<file path="src/design/sil_pkg.sv">
`timescale 1ns / 1ps
// ----------------------------------------------------------------------------
// sil_pkg
// Shared types and constants for the sorted interval lookup unit.
// ----------------------------------------------------------------------------
package sil_pkg;

  localparam int MAX_LINES  = 1024;
  localparam int COORD_W    = 32;
  localparam int FIRST_W    = 10;
  localparam int MCOUNT_W   = 11;
  localparam int IDX_W      = $clog2(MAX_LINES);
  localparam int CNT_W      = $clog2(MAX_LINES + 1);
  localparam int STK_DEPTH  = $clog2(MAX_LINES + 1);
  localparam int SP_W       = $clog2(STK_DEPTH + 1);
  localparam int STK_IDX_W  = $clog2(STK_DEPTH);

  typedef enum logic [1:0] {
    KIND_CLEAR  = 2'd0,
    KIND_APPEND = 2'd1,
    KIND_POINT  = 2'd2,
    KIND_RANGE  = 2'd3
  } kind_e_t;

  typedef enum logic [1:0] {
    ST_OK   = 2'd0,
    ST_MISS = 2'd1,
    ST_DROP = 2'd2
  } status_e_t;

  typedef struct packed {
    kind_e_t              kind;
    logic [COORD_W-1:0]   line_low;
    logic [COORD_W-1:0]   line_high;
    logic [COORD_W-1:0]   query_y;
    logic [COORD_W-1:0]   range_low;
    logic [COORD_W-1:0]   range_high;
  } in_beat_t;

  typedef struct packed {
    status_e_t            status;
    logic [FIRST_W-1:0]   first_index;
    logic [MCOUNT_W-1:0]  match_count;
    logic [COORD_W-1:0]   content_height;
  } out_beat_t;

  typedef struct packed {
    logic                 start;
    logic                 point;
    logic [COORD_W-1:0]   bound_lo;
    logic [COORD_W-1:0]   bound_hi;
    logic [CNT_W-1:0]     n_entries;
  } search_req_t;

  typedef struct packed {
    logic                 done;
    logic                 found;
    logic [IDX_W-1:0]     first;
    logic [CNT_W-1:0]     count;
  } search_rsp_t;

endpackage

</file>
<file path="src/design/sil_search.sv">
`timescale 1ns / 1ps
// ----------------------------------------------------------------------------
// sil_search
// Tree search sequencer: one probe of the interval store per step, with a
// small frame stack for the pruned in-order walk of range queries.
// ----------------------------------------------------------------------------
module sil_search (
  input  logic                        clk,
  input  logic                        rst_n,
  input  sil_pkg::search_req_t        req,
  output sil_pkg::search_rsp_t        rsp,
  output logic [sil_pkg::IDX_W-1:0]   rd_addr,
  input  logic [sil_pkg::COORD_W-1:0] rd_low,
  input  logic [sil_pkg::COORD_W-1:0] rd_high
);
  import sil_pkg::*;

  typedef enum logic [2:0] {
    S_IDLE = 3'b001,
    S_NODE = 3'b010,
    S_CMP  = 3'b100
  } srch_state_t;

  srch_state_t        state_r, state_nxt;
  logic [CNT_W-1:0]   cur_lo_r, cur_lo_nxt;
  logic [CNT_W-1:0]   cur_hi_r, cur_hi_nxt;
  logic [IDX_W-1:0]   node_r, node_nxt;
  logic [SP_W-1:0]    sp_r, sp_nxt;
  logic [CNT_W-1:0]   cnt_r, cnt_nxt;
  logic [IDX_W-1:0]   first_r, first_nxt;
  logic               point_r, point_nxt;
  logic [COORD_W-1:0] blo_r, blo_nxt;
  logic [COORD_W-1:0] bhi_r, bhi_nxt;
  logic               done_r, done_nxt;
  logic               found_r, found_nxt;

  logic [IDX_W-1:0]   stk_node_r [STK_DEPTH];
  logic [CNT_W-1:0]   stk_hi_r   [STK_DEPTH];
  logic               push;
  logic [SP_W-1:0]    sp_dec;
  logic [IDX_W-1:0]   top_node;
  logic [CNT_W-1:0]   top_hi;
  logic [CNT_W-1:0]   mid;
  logic               above;
  logic               below;

  assign mid      = cur_lo_r + ((cur_hi_r - cur_lo_r) >> 1);
  assign rd_addr  = mid[IDX_W-1:0];
  assign sp_dec   = sp_r - SP_W'(1);
  assign top_node = stk_node_r[sp_dec[STK_IDX_W-1:0]];
  assign top_hi   = stk_hi_r[sp_dec[STK_IDX_W-1:0]];
  assign above    = rd_low > bhi_r;
  assign below    = rd_high < blo_r;

  always_comb begin
    state_nxt  = state_r;
    cur_lo_nxt = cur_lo_r;
    cur_hi_nxt = cur_hi_r;
    node_nxt   = node_r;
    sp_nxt     = sp_r;
    cnt_nxt    = cnt_r;
    first_nxt  = first_r;
    point_nxt  = point_r;
    blo_nxt    = blo_r;
    bhi_nxt    = bhi_r;
    found_nxt  = found_r;
    done_nxt   = 1'b0;
    push       = 1'b0;
    unique case (state_r)
      S_IDLE: begin
        if (req.start) begin
          cur_lo_nxt = '0;
          cur_hi_nxt = req.n_entries;
          sp_nxt     = '0;
          cnt_nxt    = '0;
          first_nxt  = '0;
          found_nxt  = 1'b0;
          point_nxt  = req.point;
          blo_nxt    = req.bound_lo;
          bhi_nxt    = req.bound_hi;
          state_nxt  = S_NODE;
        end
      end
      S_NODE: begin
        if (cur_lo_r >= cur_hi_r) begin
          if (point_r || sp_r == '0) begin
            done_nxt  = 1'b1;
            found_nxt = !point_r && cnt_r != '0;
            state_nxt = S_IDLE;
          end else begin
            if (cnt_r == '0) begin
              first_nxt = top_node;
            end
            cnt_nxt    = cnt_r + CNT_W'(1);
            cur_lo_nxt = CNT_W'(top_node) + CNT_W'(1);
            cur_hi_nxt = top_hi;
            sp_nxt     = sp_dec;
          end
        end else begin
          node_nxt  = mid[IDX_W-1:0];
          state_nxt = S_CMP;
        end
      end
      S_CMP: begin
        state_nxt = S_NODE;
        if (point_r) begin
          if (!above && !below) begin
            found_nxt = 1'b1;
            first_nxt = node_r;
            cnt_nxt   = CNT_W'(1);
            done_nxt  = 1'b1;
            state_nxt = S_IDLE;
          end else if (above) begin
            cur_hi_nxt = CNT_W'(node_r);
          end else begin
            cur_lo_nxt = CNT_W'(node_r) + CNT_W'(1);
          end
        end else begin
          if (below) begin
            cur_lo_nxt = CNT_W'(node_r) + CNT_W'(1);
          end else if (above) begin
            cur_hi_nxt = CNT_W'(node_r);
          end else begin
            push       = 1'b1;
            sp_nxt     = sp_r + SP_W'(1);
            cur_hi_nxt = CNT_W'(node_r);
          end
        end
      end
      default: state_nxt = S_IDLE;
    endcase
  end

  always_ff @(posedge clk) begin
    if (!rst_n) begin
      state_r <= S_IDLE;
      sp_r    <= '0;
      done_r  <= 1'b0;
    end else begin
      state_r <= state_nxt;
      sp_r    <= sp_nxt;
      done_r  <= done_nxt;
    end
  end

  always_ff @(posedge clk) begin
    cur_lo_r  <= cur_lo_nxt;
    cur_hi_r  <= cur_hi_nxt;
    node_r    <= node_nxt;
    cnt_r     <= cnt_nxt;
    first_r   <= first_nxt;
    point_r   <= point_nxt;
    blo_r     <= blo_nxt;
    bhi_r     <= bhi_nxt;
    found_r   <= found_nxt;
    if (push) begin
      stk_node_r[sp_r[STK_IDX_W-1:0]] <= node_r;
      stk_hi_r[sp_r[STK_IDX_W-1:0]]   <= cur_hi_r;
    end
  end

  assign rsp.done  = done_r;
  assign rsp.found = found_r;
  assign rsp.first = first_r;
  assign rsp.count = cnt_r;

endmodule

</file>
<file path="config.mk">
export PLATFORM = sky130hd
export DESIGN_NAME = sil_search
export DESIGN_NICKNAME = d
export VERILOG_FILES = /design/src/design/sil_pkg.sv /design/src/design/sil_search.sv
export SDC_FILE = /design/constraint.sdc
export NUM_CORES = 1
export LEC_CHECK = 0
export ABC_CLOCK_PERIOD_IN_PS = 4490
export BUFFER_PORTS_ARGS = -buffer_cell sky130_fd_sc_hd__clkbuf_2
export CAP_MARGIN = 20
export CORE_UTILIZATION = 50
export DETAILED_ROUTE_END_ITERATION = 8
export MAX_ROUTING_LAYER = met4
export PLACE_DENSITY = 0.72
export SYNTH_ARGS = -nofsm -noshare
export SYNTH_HDL_FRONTEND = slang
export SYNTH_SLANG_ARGS = --single-unit
</file>
<file path="constraint.sdc">
create_clock -name clk -period 4.49 [get_ports clk]
set_input_delay 0.898 -clock clk [delete_from_list [all_inputs] [get_ports clk]]
set_output_delay 0.898 -clock clk [all_outputs]
set_load 0.005 [all_outputs]
</file>
# Word-level counts from Yosys, hierarchy flattened
# Memory sizes are Yosys's and may differ from the RTL's.
# Cells that the tools add are included.
# word_totals
mem_count	2
wordCells	121
in_bits	143
out_inout_bits	33
register_bits	127
ram_bits	231
# mem_list
memory	words	width	read_ports	rd_ports_with_merged_regs	wr	line_no	rtl
stk_hi_r	11	11	1	0	1	sil_search.sv:38	logic [CNT_W-1:0] stk_hi_r [STK_DEPTH];
stk_node_r	11	10	1	0	1	sil_search.sv:37	logic [IDX_W-1:0] stk_node_r [STK_DEPTH];
# classes
bitwise_logic	1
reduce_logical	19
n_eq_ne	19
order_cmp	3
addsub	7
muxes	58
# op_table
op	n
11-bit two-way mux	18
11-bit case mux with 3 select lines	3
10-bit two-way mux	6
32-bit > comparator	1
32-bit < comparator	1
10-bit case mux with 3 select lines	1
7-bit AND reduction	4
4-bit two-way mux	6
10-bit by 1-bit adder with 11-bit output (second input constant)	2
2-bit != test (second input constant)	10
3-bit != test (second input constant)	6
1-bit two-way mux	15
4-bit case mux with 3 select lines	1
6-bit AND reduction	2
11-bit by 1-bit adder with 11-bit output (second input constant)	1
11-bit greater-or-equal comparator	1
11-bit zero test	1
11-bit nonzero test	1
11-bit subtractor	1
10-bit adder	1
3-bit two-way mux	3
3-bit case mux with 3 select lines	1
2-bit AND reduction	3
4-bit by 1-bit adder with 4-bit output (second input constant)	1
13 further kinds	17

# Depth between registers and ports, before layout
# Gate-level depths: netlist of run 1.
# logic_depth
ltp_word	7
mapped_depth	19
depth_no_buf	16

# Worst setup path before layout of run 1
# OpenSTA, ideal clock, no wires.
# synth_path
kind	register -> register
start	register sp_r[0]
end	register cur_lo_r[9], data pin
setup_ns	0.269
t_arrival_ns	4.212
path_slack_ns	0.009
path_buffers	8
period_less_slack_ns	4.481
required_ns	4.221
path_stages_with_launch	19
path_cell_list	dfxtp_1 > buf_6 > buf_4 > buf_2 > buf_2 > buf_2 > buf_2 > inv_1 > ha_1 > buf_2 > clkbuf_1 > nor2_1 > a221oi_1 > a21oi_1 > a221oi_1 > nand4_1 > nor3_4 > xnor2_1 > o22ai_1
# synth_via
elab_chain_len	6
# synth_lines
item	line_no	rtl
start, declared	sil_search.sv:28	logic [SP_W-1:0] sp_r, sp_nxt;
start signal, assigned	sil_search.sv:141	sp_r <= sp_nxt;
4-bit by 1-bit subtractor with 4-bit output	sil_search.sv:49	assign sp_dec = sp_r - SP_W'(1);
memory 11 x 10 bit	-	
10-bit by 1-bit adder with 11-bit output	sil_search.sv:95	cur_lo_nxt = CNT_W'(top_node) + CNT_W'(1);
11-bit two-way mux	sil_search.sv:86	if (point_r || sp_r == '0) begin
11-bit two-way mux	sil_search.sv:85	if (cur_lo_r >= cur_hi_r) begin
11-bit case mux with 3 select lines	sil_search.sv:69	unique case (state_r)
end signal, assigned	sil_search.sv:147	cur_lo_r <= cur_lo_nxt;
end, declared	sil_search.sv:25	logic [CNT_W-1:0] cur_lo_r, cur_lo_nxt;
# Every way passes these cells. The select of a mux whose other input is x is not followed.
# A chain may end at the register's enable or synchronous reset.

# Worst setup path after layout of run 1
# layout_path
start	register cur_hi_r[0]
end	output rd_addr[9] in the netlist's numbering
# layout_via
elab_chain_len	2
# layout_lines
item	line_no	rtl
start, declared	sil_search.sv:26	logic [CNT_W-1:0] cur_hi_r, cur_hi_nxt;
start signal, assigned	sil_search.sv:148	cur_hi_r <= cur_hi_nxt;
11-bit subtractor	sil_search.sv:47	assign mid = cur_lo_r + ((cur_hi_r - cur_lo_r) >> 1);
10-bit adder	sil_search.sv:47	
end, declared	sil_search.sv:12	output logic [sil_pkg::IDX_W-1:0] rd_addr,
# Every way passes these cells.

==> results of run 1 <==
layout by cell type, fill, tap and decap left out, types with 9 or more instances in the layout:
cell type / n
edfxtp_1: 350
o21ai_0: 17
mux4_2: 42
buf_12: 9
mux2i_1: 45
nand3_1: 11
clkbuf_16: 39
clkbuf_2: 173
inv_1: 87
xor2_1: 14
xnor2_1: 17
a21oi_1: 62
a22oi_1: 9
nand2_1: 37
nand4_1: 15
a221o_1: 9
ha_1: 87
a21oi_2: 9
a21o_1: 23
nor2_1: 62
o21ai_1: 22
buf_4: 49
and3_1: 9
a22o_1: 9
flip-flops by register name, indices dropped and copies added (netlist names):
register / flops
stk_hi_r: 121
stk_node_r: 110
bhi_r: 32
blo_r: 32
cnt_r: 11
cur_hi_r: 11
cur_lo_r: 11
first_r: 10
node_r: 10
sp_r: 4
state_r: 3
done_r: 1
found_r: 1
point_r: 1
power by group through the flow:
stage | registers, mW | logic (mW) | clock network (mW)
after CTS | 4.06 | 1.55 | 3.38
after detailed placement | 4.13 | 1.47 | 0
after global placement | 4.13 | 1.44 | 0
after global routing | 4.07 | 1.88 | 3.51
after floorplan | 4.10 | 0.856 | 0
final | 4.05 | 1.72 | 3.33
stage by stage:
step	TNS, ns	area [um^2]	hold WS (ns)	setup WS (ns)
finish	-0.0471	19700	0.543	-0.0471
global route	-0.434	19700	0.526	-0.198
CTS	0	19500	0.526	0.00469
detailed placement	0	18000	0.613	0.344
global placement	0	18000	0.596	0.319
floorplan	0	16400	0.543	0.00864
Yosys cell counts (all sizes together), types with 7 or more instances:
library cell / n / area [um^2]
a21o: 23 / 173
edfxtp: 350 / 10500
a21oi: 71 / 355
dfxtp: 8 / 160
nand4: 15 / 93.8
clkbuf: 25 / 97.6
buf: 14 / 90.1
and4b: 7 / 70.1
a221o: 9 / 90.1
xnor2: 18 / 158
xor2: 16 / 148
nor3: 10 / 61.3
inv: 91 / 342
nand2: 37 / 139
nor2b: 8 / 50.1
a211oi: 8 / 60.1
a22o: 9 / 78.8
mux2i: 45 / 450
ha: 91 / 1140
nor2: 65 / 244
mux4: 42 / 946
o21ai: 40 / 200
and3: 9 / 56.3
a22oi: 9 / 67.6
nand3: 11 / 55.1
final cells by class:
| class | instances | share of cell area (%) |
|---|---|---|
| timing repair buffer | 235 | 7.36 |
| sequential | 358 | 54.3 |
| multi-input combinational | 604 | 27.0 |
| inverter | 91 | 1.74 |
| clock inverter | 27 | 1.80 |
| clock buffer | 43 | 5.04 |
| tap | 435 | 2.77 |
cells by family (layout without fill, tap and decap cells):
logic type / Yosys count / after routing / synth area share [%]
muxes: 93 / 93 / 8.95
buffers and inverters: 130 / 396 / 3.24
xor gates and xnor gates: 34 / 34 / 1.87
and+or+nand+nor: 185 / 185 / 5.73
adders and majority gates: 93 / 93 / 7.20
DFF: 358 / 358 / 65.2
AOI/OAI and AO/OA: 199 / 199 / 7.79
metal layers:
layer	vias to the layer above	global-route usage, %
met4	0	8.30
met3	80	4.90
met5	-	-
li1	4679	-
met1	4936	30.0
met2	414	38.9
timing repair:
action                                  CTS  global route
endpoints found under the hold margin     0             0
pin swaps                                 4            27
endpoints found under the setup margin    3             3
setup buffers                             5            13
gates resized for setup                  13            19
worst min-delay path by stage:
stage,endpoint
2_1_floorplan,sp_r[1]
3_3_place_gp,sp_r[1]
3_5_place_dp,sp_r[1]
4_1_cts,bhi_r[8]
5_1_grt,bhi_r[9]
6_report,bhi_r[8]
==> results.py, run 1 <==
metrics = {
    "synth": {
        "synth_nets": 1328,
        "synth-edff-count": 350,
        "synth_cell_types": 60,
        "synth_area_per_cell_um2": 15.0,
        "netlist_instances": 1092,
        "ys_warn_count": 0,
        "ys_async_sr_fraction_pct": 0,
        "syn_area_mm2": 0.0164,
        "ys_ff_latch": 358,
        "ys_seq_area_share_pct": 65.2,
        "postSynth.topFlopCell": "edfxtp_1",
    },
    "detailed_routing": {
        "routed-wl-met2_mm": 18.7,
        "top_layer_used": "met4",
        "wl_met1_mm": 15.6,
        "drc": 0,
        "viasPerCell": 5.64,
        "first_pass_iters": 5,
        "vias": 10100,
        "drt_wl_total_mm": 38.4,
        "postRouteAntennaNets": 0,
        "drtIter0Drc": 909,
        "wl_per_cell_um": 21.4,
        "met3WireLength_mm": 2.80,
    },
    "setup_path": {
        "path_depth": 17,
        "slowest_stage": "edfxtp_1",
        "path_class": "reg -> out",
        "crit_path_cell_trace": "inv_2 > ha_4 > inv_2 > fa_2 > a21o_1 > a21oi_2 > buf_4 > xnor2_1 > ha_1 > inv_2 > o21bai_1 > a21oi_2 > o21ai_2 > a31oi_2 > xnor2_1 > xnor2_1 > buf_2",
        "startpoint_type": "flop",
        "max_stage_delay_ns": 0.41,
        "critPathCaptureType": "primary output",
        "critPathCapture": "rd_addr[9]",
        "startpoint": "cur_hi_r[0]",
        "ff2ff_path_depth": 11,
        "r2r_start": "sp_r[0]",
        "r2r_end": "cur_lo_r[7]",
        "crit_family": "compound AO/OA/AOI/OAI gates",
        "crit_buf_inv": 5,
        "cp.arrival_ns": 3.64,
        "reg2reg_slack_ns": 0.63,
        "worstPathRequired_ns": 3.59,
        "crit_fanout": 2,
    },
    "pwr": {
        "p_leak_nw": 7.66,
        "powerDensity_mw_per_mm2": 463,
        "irDropWorstVdd_mv": 0.393,
        "seqPwrFrac_pct": 44.5,
        "finalPower_mw": 9.10,
        "internal_power_mw": 6.69,
        "p_switching_mw": 2.42,
        "p_clk_share_pct": 36.6,
        "power_switching_share_pct": 26.5,
        "p_comb_share_pct": 18.9,
    },
    "timing": {
        "rsz0062_at_grt": "true",
        "tightest_slew_ns": 0.723,
        "setup_viol": 1,
        "relSlewSlack_pct": 51.8,
        "min_period_over_period_pct": 101,
        "setup_ws_ns": -0.0471,
        "layout_min_cycle_time_ns": 4.54,
        "finClkSkew_ns": 0.0282,
        "maxSlewViolCount": 0,
        "hold_violations": 0,
        "clock.fmax_mhz": 220,
    },
    "floorplan": {
        "die_w_um": 183,
        "die_h_um": 183,
        "boundaryPins": 176,
        "num_rows": 65,
        "die_area_mm2": 0.0334,
        "start_util_pct": 51.3,
        "core_area_mm2": 0.0319,
    },
    "cts": {
        "cts_tree": "built",
        "clk_pin_slew_worst_paths_ns": 0.06,
        "cts_hold_buf": 0,
        "cts_buffers": 39,
        "cts_root_buffer": "clkbuf_16",
        "cts_htree_levels": 2,
        "cts.path.max_buffers": 3,
        "cts.sinks": 358,
        "clock_latency_ns": 0.54,
    },
    "final_layout": {
        "final_util_pct": 61.6,
        "layout-drive-gt1-share_pct": 27.9,
        "final_nets": 1565,
        "finalNonFillerCells": 1793,
        "multi_input_area_mm2": 0.00530,
        "diodes": 0,
        "fillCellCount": 2380,
        "syn_to_final_growth_pct": 20.1,
        "area.sequential_mm2": 0.0107,
    },
    "placed_design": {
        "numPortBuffers": 175,
        "placedCellCount": 1704,
        "place.gp.congestion": 0.916,
        "place_hpwl_mm": 25.9,
    },
    "grt": {
        "grt_max_degree": 51,
        "grt_pass1_wl_mm": 58.0,
        "grt_pass1_vias": 10200,
        "grt_util_all_layers_pct": 23.9,
        "grt_overflow_total": 0,
        "antenna_found_initial": 0,
    },
    "hold_path": {
        "hp-class": "in -> reg",
        "holdCritStartpoint": "req[19]",
        "hold_depth": 1,
    },
    "run_status": {
        "status": "complete, but fails checks",
        "failed_checks": "setup timing",
    },
    "job": {
        "max_cap_viol_count": 0,
    },
}
Note: power is estimated with default switching activity, not from simulation.
==> run 2, diff against run 1 <==
Settings changed: CORE_UTILIZATION 50 to 53, PLACE_DENSITY 0.72 to 0.76.
==> results.py, run 2 (synthesis gave the netlist of run 1 again) <==
metrics = {
    "run_status": {
        "status": "complete, but fails checks",
        "failed_checks": "setup timing",
    },
    "grt": {
        "grt_pass1_wl_mm": 56.6,
        "grt_util_all_layers_pct": 25.0,
        "antenna_found_initial": 2,
        "grt_pass1_vias": 10300,
        "grt_overflow_total": 0,
        "grt_max_degree": 46,
    },
    "final_layout": {
        "layout_common_cells": "350 x edfxtp_1, 173 x clkbuf_2, 88 x inv_1, 88 x ha_1, 66 x a21oi_1",
        "largest_reg_flops": 121,
        "final_nets": 1555,
        "syn_to_final_growth_pct": 18.0,
        "layout_commonest_cell": "edfxtp_1",
        "layout-drive-gt1-share_pct": 26.6,
        "fillCellCount": 2105,
        "postLayoutCellArea_mm2": 0.0193,
    },
    "detailed_routing": {
        "wl_per_cell_um": 21.3,
        "drc": 0,
        "viasPerCell": 5.83,
        "drtIter0Drc": 742,
        "drt_wl_total_mm": 37.1,
        "first_pass_iters": 5,
        "vias": 10200,
        "postRouteAntennaNets": 0,
    },
    "pwr": {
        "irDropWorstVdd_mv": 0.317,
        "powerDensity_mw_per_mm2": 448,
        "p_switching_mw": 2.28,
        "power_switching_share_pct": 26.4,
        "internal_power_mw": 6.37,
        "p_clk_share_pct": 35.1,
        "seqPwrFrac_pct": 46.9,
        "p_comb_share_pct": 18.0,
        "p_leak_nw": 7.54,
    },
    "setup_path": {
        "startpoint_type": "flop",
        "ff2ff_path_depth": 11,
        "path_class": "reg -> out",
        "critPathCaptureType": "primary output",
        "cp.arrival_ns": 3.70,
        "crit_fanout": 3,
        "worstPathRequired_ns": 3.59,
        "reg2reg_slack_ns": 0.71,
    },
    "timing": {
        "relSlewSlack_pct": 38.3,
        "min_period_over_period_pct": 102,
        "tightest_slew_ns": 0.925,
        "setup_ws_ns": -0.111,
        "hold_violations": 0,
        "clock.fmax_mhz": 217,
        "maxSlewViolCount": 0,
        "finClkSkew_ns": 0.0153,
        "rsz0062_at_grt": "true",
        "setup_viol": 1,
        "layout_min_cycle_time_ns": 4.60,
    },
    "cts": {
        "clock_latency_ns": 0.52,
        "cts_root_buffer": "clkbuf_16",
        "cts_tree": "built",
        "cts_htree_levels": 2,
        "cts_hold_buf": 0,
        "cts.path.max_buffers": 3,
        "cts_buffers": 38,
        "clk_pin_slew_worst_paths_ns": 0.06,
        "cts.sinks": 358,
    },
    "placed_design": {
        "place_area_mm2": 0.0179,
        "numPortBuffers": 175,
        "post-place-ws_ns": 0.262,
        "place.gp.congestion": 0.909,
        "place_hpwl_mm": 24.6,
    },
    "floorplan": {
        "boundaryPins": 176,
        "die_h_um": 178,
        "die_w_um": 178,
        "core_area_mm2": 0.0300,
        "start_util_pct": 54.5,
        "die_area_mm2": 0.0316,
        "num_rows": 63,
    },
    "hold_path": {
        "hp-class": "in -> reg",
        "hold_depth": 1,
    },
    "job": {
        "max_cap_viol_count": 0,
    },
}
==> run 2: cell count changes in the layout (fill, tap and decap cells not counted), sizes merged <==
cell      before  now
buf           62   53
bufinv         7    3
clkbuf       216  218
clkinv        16   15
clkinvlp       3    2
diode          0    2
inv           92   95
==> run 2: final timing paths <==
kind	to	start
worst max-delay path	rd_addr[9]	cur_hi_r[0]
worst min-delay path	blo_r[8]	req[51]
worst max register to register	cur_lo_r[9]	sp_r[1]
worst min register to register	stk_hi_r[8][3]	cur_hi_r[3]
==> run 2: area by class of cell <==
| cell class | instances | area (um^2) | share of cell area, % |
|---|---|---|---|
| Inverter | 91 | 342 | 1.77 |
| Clock buffer | 45 | 987 | 5.11 |
| Timing Repair Buffer | 226 | 1330 | 6.88 |
| Sequential cell | 358 | 10700 | 55.3 |
| Tap cell | 390 | 488 | 2.53 |
| Clock inverter | 24 | 221 | 1.15 |
| Multi-Input combinational cell | 604 | 5260 | 27.3 |
| Antenna cell | 2 | 5.00 | 0.0259 |
==> run 2: per-layer routing <==
metal,vias to the layer above,part of all wire (%),track usage [%]
li1,4670,-,-
met1,4987,38,29.8
met2,403,50,41.8
met3,92,7.4,4.84
met4,0,3.8,10.1
met5,-,0,-
==> run 2: timing repair <==
action,in CTS,in global routing
gates resized for setup,13,11
pin swaps,5,20
buffers inserted,5,9
endpoints found under the setup margin,3,3
==> run 2: worst max-delay path, stage by stage, from the launching register on <==
cell,delay (ns)
edfxtp_1,0.41
inv_2,0.11
ha_4,0.15
inv_2,0.04
fa_2,0.41
a21o_1,0.18
a21oi_2,0.19
o21bai_1,0.12
a21oi_2,0.17
xnor2_1,0.09
ha_1,0.35
nand2_1,0.09
o21ai_2,0.18
a31oi_1,0.12
xnor2_1,0.15
xnor2_1,0.25
buf_2,0.17
==> run 2: power groups by stage <==
stage / clock network (mW) / registers (mW) / logic, mW
after CTS: 3.08 / 4.06 / 1.46
after global placement: 0 / 4.13 / 1.36
after floorplan: 0 / 4.10 / 0.856
final: 3.04 / 4.05 / 1.56
after detailed placement: 0 / 4.14 / 1.39
after global routing: 3.20 / 4.07 / 1.72
==> run 2: through the flow <==
stage                     hold WS, ns  power, mW  util, %  setup TNS [ns]  instances
after detailed placement        0.619       5.52     59.6               0       1654
after global placement          0.601       5.48     59.6               0       1654
after floorplan                 0.543       4.95        -               0       1092
final                           0.546       8.64     64.3          -0.111       1740
after CTS                       0.529       8.60     63.9               0       1728
after global routing            0.531       8.99     64.3          -0.578       1740
